**src/rtl/core/slack_bounded_group_sort_unit_assert.svh**
```systemverilog
// Assertion helpers shared by the sort unit RTL.
// Each macro expects clk and rst_n in scope.
`ifndef SLACK_BOUNDED_GROUP_SORT_UNIT_ASSERT_SVH
`define SLACK_BOUNDED_GROUP_SORT_UNIT_ASSERT_SVH

// Same-cycle implication.
`define SBGS_ASSERT_IMPL(label, ante, cons, msg) \
    label: assert property (@(posedge clk) disable iff (!rst_n) (ante) |-> (cons)) \
        else $error(msg);

// Next-cycle implication.
`define SBGS_ASSERT_NEXT(label, ante, cons, msg) \
    label: assert property (@(posedge clk) disable iff (!rst_n) (ante) |=> (cons)) \
        else $error(msg);

`endif

```
**src/rtl/core/sbgs_pkg.sv**
```systemverilog
package sbgs_pkg;

    localparam int GROUP_COUNT  = 16;
    // Must be a power of two: buffer slots wrap around a per-group head pointer.
    localparam int BUFFER_DEPTH = 16;

    localparam int GROUP_ID_W  = 4;
    localparam int KEY_W       = 64;
    localparam int PAY_W       = 64;
    localparam int SLACK_W     = 4;
    localparam int FMT_W       = 2;
    localparam int CFG_DATA_W  = 4;
    localparam int CFG_INDEX_W = 1;

    localparam int GROUP_W     = $clog2(GROUP_COUNT);
    localparam int IDX_W       = $clog2(BUFFER_DEPTH);
    localparam int FILL_W      = $clog2(BUFFER_DEPTH + 1);
    localparam int ADDR_W      = GROUP_W + IDX_W;
    localparam int ENTRY_COUNT = GROUP_COUNT * BUFFER_DEPTH;

    typedef enum logic [CFG_INDEX_W-1:0] {
        CFG_SLACK      = 1'b0,
        CFG_KEY_FORMAT = 1'b1
    } cfg_index_t;

    typedef enum logic [FMT_W-1:0] {
        FMT_INT    = 2'd0,
        FMT_SINGLE = 2'd1,
        FMT_DOUBLE = 2'd2
    } key_fmt_t;

    typedef struct packed {
        logic [KEY_W-1:0] key;
        logic [PAY_W-1:0] payload;
    } entry_t;

    typedef struct packed {
        logic              en;
        logic [ADDR_W-1:0] addr;
        entry_t            data;
    } ram_wr_t;

endpackage

```
**src/rtl/core/sbgs_key_cmp.sv**
```systemverilog
module sbgs_key_cmp (
    input  logic [sbgs_pkg::KEY_W-1:0] key_a,
    input  logic [sbgs_pkg::KEY_W-1:0] key_b,
    input  sbgs_pkg::key_fmt_t         fmt,
    output logic                       a_less
);

    typedef struct packed {
        logic                       nan;
        logic [sbgs_pkg::KEY_W-1:0] rank;
    } rank_t;

    // Map raw key bits to an unsigned rank in compare order; flag NaN.
    function automatic rank_t key_rank(input logic [sbgs_pkg::KEY_W-1:0] k,
                                       input sbgs_pkg::key_fmt_t f);
        rank_t       r;
        logic [31:0] s;
        logic [63:0] d;
        begin
            r.nan  = 1'b0;
            r.rank = '0;
            s      = k[31:0];
            d      = k;
            case (f)
                sbgs_pkg::FMT_SINGLE:
                begin
                    r.nan = (s[30:23] == 8'hFF) && (s[22:0] != 23'd0);
                    if (s[30:0] == 31'd0)
                    begin
                        s = 32'd0;   // fold -0 onto +0
                    end
                    r.rank = {32'd0, (s[31] ? ~s : {1'b1, s[30:0]})};
                end
                sbgs_pkg::FMT_DOUBLE:
                begin
                    r.nan = (d[62:52] == 11'h7FF) && (d[51:0] != 52'd0);
                    if (d[62:0] == 63'd0)
                    begin
                        d = 64'd0;
                    end
                    r.rank = d[63] ? ~d : {1'b1, d[62:0]};
                end
                default:
                begin
                    r.rank = {~k[63], k[62:0]};
                end
            endcase
            return r;
        end
    endfunction

    rank_t rank_a;
    rank_t rank_b;

    assign rank_a = key_rank(key_a, fmt);
    assign rank_b = key_rank(key_b, fmt);

    // NaN sorts behind everything; NaNs tie among themselves.
    assign a_less = !rank_a.nan && (rank_b.nan || (rank_a.rank < rank_b.rank));

endmodule

```
**config.mk**
```make
export PLATFORM = sky130hd
export DESIGN_NAME = sbgs_key_cmp
export DESIGN_NICKNAME = d
export VERILOG_FILES = /design/src/rtl/core/slack_bounded_group_sort_unit_assert.svh /design/src/rtl/core/sbgs_pkg.sv /design/src/rtl/core/sbgs_key_cmp.sv
export SDC_FILE = /design/constraint.sdc
export NUM_CORES = 1
export LEC_CHECK = 0
export BUFFER_PORTS_ARGS = -buffer_cell sky130_fd_sc_hd__clkbuf_2
export CORE_MARGIN = 2
export CORE_UTILIZATION = 57
export DETAILED_ROUTE_END_ITERATION = 10
export PLACE_DENSITY = 0.91
export SLEW_MARGIN = 5
export SYNTH_ARGS = -nofsm -noshare
export SYNTH_HDL_FRONTEND = slang
export SYNTH_SLANG_ARGS = --single-unit
```
**constraint.sdc**
```tcl
create_clock -name vclk -period 15.71
set_input_delay 3.9275 -clock vclk [all_inputs]
set_output_delay 3.9275 -clock vclk [all_outputs]
set_load 0.01 [all_outputs]
```
Yosys cells after proc, flatten, opt, wreduce, memory -nomap -nowiden --
Index checks and enable logic that the tools add are counted.
Storage, ports and cells: bits in registers 0, input bits 130, output and inout bits 1, logic and storage cells 44
Operators by class: order comparisons 1, eq/ne operators 6, mux-type cells 16, bitwise logic cells 6, reductions and logical operators 15
Operator list (number):
- $mux 64 | 6
- $pmux 64 s2 | 2
- $mux 32 | 6
- $not 64->64 | 2
- $logic_not 63->1 | 2
- $reduce_bool 52->1 | 2
- $lt 64x64->1 | 1
- $not 32->32 | 2
- $logic_not 31->1 | 2
- $reduce_bool 23->1 | 2
- $eq 11x11->1 const B | 2
- $eq 8x8->1 const B | 2
- $logic_and 1x1->1 | 5
- $pmux 1 s2 | 2
- $eq 2x1->1 const B | 1
- $eq 2x2->1 const B | 1
- $not 1->1 | 2
- $logic_not 1->1 | 1
- $logic_or 1x1->1 | 1

Longest topological paths before layout --
depth after elaboration 9, mapped depth 16

Worst setup path before layout --
OpenSTA, ideal clock, no wires.
path type input-to-output, start point input key_a[17] (netlist bit), end point output a_less, arrival time 7.199 ns, setup slack 4.584 ns, cell stages on the path 16, cell sequence nor4_2 nand4_2 nor4_4 a211oi_2 o21bai_1 nand2_1 buf_2 mux2i_1 ha_1 nand4_1 nor2_1 nand3_1 or4_1 a2111oi_0 a221o_1 o21ai_1
Between the ends: word-level cells in the longest chain between the ends 9
RTL lines:
- start, declared | RTL line sbgs_key_cmp.sv:2 | input logic [sbgs_pkg::KEY_W-1:0] key_a,
- $logic_not 63->1 / $logic_not 31->1 (equally long branches) | RTL line sbgs_key_cmp.sv:37, sbgs_key_cmp.sv:28
- $mux 64 / $mux 32 (equally long branches) | RTL line sbgs_key_cmp.sv:37, sbgs_key_cmp.sv:28
- $mux 64 / $mux 32 (equally long branches) | RTL line sbgs_key_cmp.sv:24 | case (f)
- $not 64->64 / $not 32->32 (equally long branches) | RTL line sbgs_key_cmp.sv:41, sbgs_key_cmp.sv:32
- $mux 64 / $mux 32 (equally long branches) | RTL line sbgs_key_cmp.sv:41, sbgs_key_cmp.sv:32
- $pmux 64 s2 | RTL line sbgs_key_cmp.sv:24
- $lt 64x64->1 | RTL line sbgs_key_cmp.sv:59 | assign a_less = !rank_a.nan && (rank_b.nan || (rank_a.rank < rank_b.rank));
- $logic_or 1x1->1 | RTL line sbgs_key_cmp.sv:59
- $logic_and 1x1->1 (*) | RTL line sbgs_key_cmp.sv:59
- end, declared | RTL line sbgs_key_cmp.sv:5 | output logic a_less
Every way passes the cells marked *; elsewhere a longest branch is shown, timed or not. The select of a mux whose other input is x is not followed.

Worst setup path after layout --
start point input key_a[5] (netlist bit), end point output a_less
Same word-level chain as after synthesis.

==> metrics.md <==
| Metric | Value |
|---|---|
| # DRC | `0` |
| Worst hold path class | `in2out` |
| Ports | `roughly 130` |
| Total track usage | `a little under a third` |
| CP startpoint | `key_a[5]` |
| Pwr Density | `38.0 nW/µm²` |
| Layout cells sized above 1 | `24.9%` |
| HPWL Detailed | `between 8000 and 9000 µm` |
| CORE AREA | `about 6000 µm²` |
| Cells after Synth | `a little under 500` |
| Switching power total | `~0.09 mW` |
| Final Wtd Congestion | `approximately 0.91` |
| Post-Syn Area | `between 3000 and 4000 µm²` |
| Sequential cell area | `0 µm²` |
| Register area share after synthesis | `0%` |
| Mean post-synth cell area | `~6.9 µm²` |
| WL final | `between 10000 and 15000 µm` |
| Sw frac | `between 50% and 60%` |
| Setup TNS | `0 ps` |
| # hold bufs at CTS | `0` |
| Number of synthesis warnings | `0` |
| Largest cells by area after synthesis | `ha_1 (24%), mux2i_1 (18%), a21oi_1 (7.3%), o21ai_0 (6.7%), nand4_1 (5.7%)` |
| Synth unique cells | `between 40 and 50` |
| IO Port Bufs | `roughly 130` |
| Setup crit start kind | `input pin` |
| Worst EP required | `between 10000 and 15000 ps` |
| Max FO, Critical Path | `32` |
| Post-CTS resize count | `0` |
| Die X | `around 82 µm` |
| Min cycle time layout | `12460 ps` |
| Die H | `81.5 µm` |
| Antenna-violating nets left | `0` |
| Seq_cells | `0` |
| Pre-antenna DRT Iters | `7` |
| DR iter-0 viols | `between 300 and 400` |
| Initial Utilization | `58.6%` |
| Clock power frac | `0%` |
| Placement Rows | `28` |
| WL/cell | `between 15 and 20 µm` |
| Slew Viols, Final | `0` |
| Max-cap violation count | `0` |
| Sequential share of power | `0%` |
| Total gr overflow | `0` |
| Kind of critical path | `in2out` |
| HP Start | `key_b[60]` |
| Clock buf count | `0` |
| Antenna cells | `0` |
| Nets | `approximately 800` |
| Total Die Area | `approximately 6600 µm²` |
| Synth Net Count | `689` |
| FMAX | `between 0.08 and 0.09 GHz` |
| Largest net degree at the start of global routing | `33` |
| Area after DPL | `4090 µm²` |
| Final hold violation count | `0` |
| Period utilization | `between 70% and 80%` |
| Setup violators final | `0` |
| Pleak | `just under 2 nW` |
| P_int | `0.0667 mW` |
| Vias in the first global route | `around 4100` |
| RSZ-0062 raised after global routing | `false` |
| Run status | `completed` |
| Crit. End Element | `output pin` |
| Final instance area | `between 4000 and 5000 µm²` |
| Vias | `4389` |
| Top cell type's share of synthesized area | `about a quarter` |
| Initial antenna violation count | `0` |
| Dominant cell type by area after synthesis | `ha_1` |
| Fillers | `between 500 and 600` |
| Slew HR | `around a fifth` |
| WP data arrival | `8540 ps` |
| IR drop worst, VDD | `between 0.00002 and 0.000025 V` |
| First-pass GRT wire length | `around 17000 µm` |
| Vias/cell | `around 6.5` |
| Area growth syn-to-layout | `19.5%` |
| Post-CTS setup buffers | `0` |
| Logic pwr share | `100.0%` |
| Worst-Margin Slew | `about 1200 ps` |
cell usage in the layout, fill, tap and decap left out, types with 3 or more instances in the layout:
cell type and instances:
o211ai_1 4, mux2i_1 62, nor4_2 8, nand4_1 31, a211oi_1 6, nor3_1 15, nor2b_1 3, ha_1 65
inv_1 12, nor2_1 46, o21ai_0 46, or4_1 3, nand3_1 10, nor4_1 23, o21a_1 3, a21oi_1 50
clkbuf_2 131, nand2_1 49
layer usage:
layer	GRT usage, %	vias to the layer above	wire (µm)
met2	59.5	210	5380
met3	1.76	26	775
met5	0	-	0
met1	38.7	2005	4440
li1	-	2148	-
met4	9.83	0	235
cell families after synthesis:
group	after synthesis	synth area share [%]
simple gates	199	31.2
compound gates	129	22.0
fa+ha+maj	65	23.7
mux	62	18.1
buf+inv	37	4.49
xor+xnor	2	0.511
synth_stat cells, drive strengths merged, types with 3 or more instances:
master  instances
o21ai          47
nor2b           3
o21a            3
ha             65
or4             3
nand3          11
clkbuf         18
nor4           32
nand2          49
mux2i          62
a211oi          7
o211ai          4
a21oi          50
nand4          32
nor3           16
nor2           46
inv            12
buf             7
power groups by stage:
stage / registers (mW) / logic, mW / clock network, mW
global placement: 0 / 0.145 / 0
detailed placement: 0 / 0.153 / 0
CTS: 0 / 0.153 / 0
floorplan: 0 / 0.101 / 0
global route: 0 / 0.176 / 0
finish: 0 / 0.155 / 0
worst max-delay path: stages:
cell and delay (ps):
clkbuf_2 100, nor4_2 410, nand4_1 230, nor4_4 430, a211o_2 220, nand2_1 600
a21oi_1 350, mux2i_1 140, ha_1 350, nand4_1 90, nor2_1 240, nand3_1 120
or4_1 570, a2111oi_0 390, a221o_1 170, o21ai_1 60, clkbuf_2 130
final timing paths:
check	depth (start not counted)	endpoint	slack (ps)
setup / recovery	17	a_less	3250
hold / removal	7	a_less	8520
stage by stage:
stage | std cells | hold WS, ps | power (mW) | worst slack, ps | util [%]
final | 677 | 8520 | 0.155 | 3250 | 70.0
after global routing | 677 | 8600 | 0.176 | 2840 | 70.0
after CTS | 677 | 8530 | 0.153 | 3310 | 70.0
after detailed placement | 677 | 8530 | 0.153 | 3280 | 70.0
after global placement | 677 | 8510 | 0.145 | 3370 | 70.0
after floorplan | 494 | 8230 | 0.101 | 4580 | -
cell type report:
type                            count  area, µm²  share of cell area (%)
Timing Repair Buffer              133        671                    16.4
Multi-Input combinational cell    457       3280                    80.2
Tap cell                           75       93.8                    2.29
Inverter                           12       45.0                    1.10
Power figures use the tool's default switching activity.
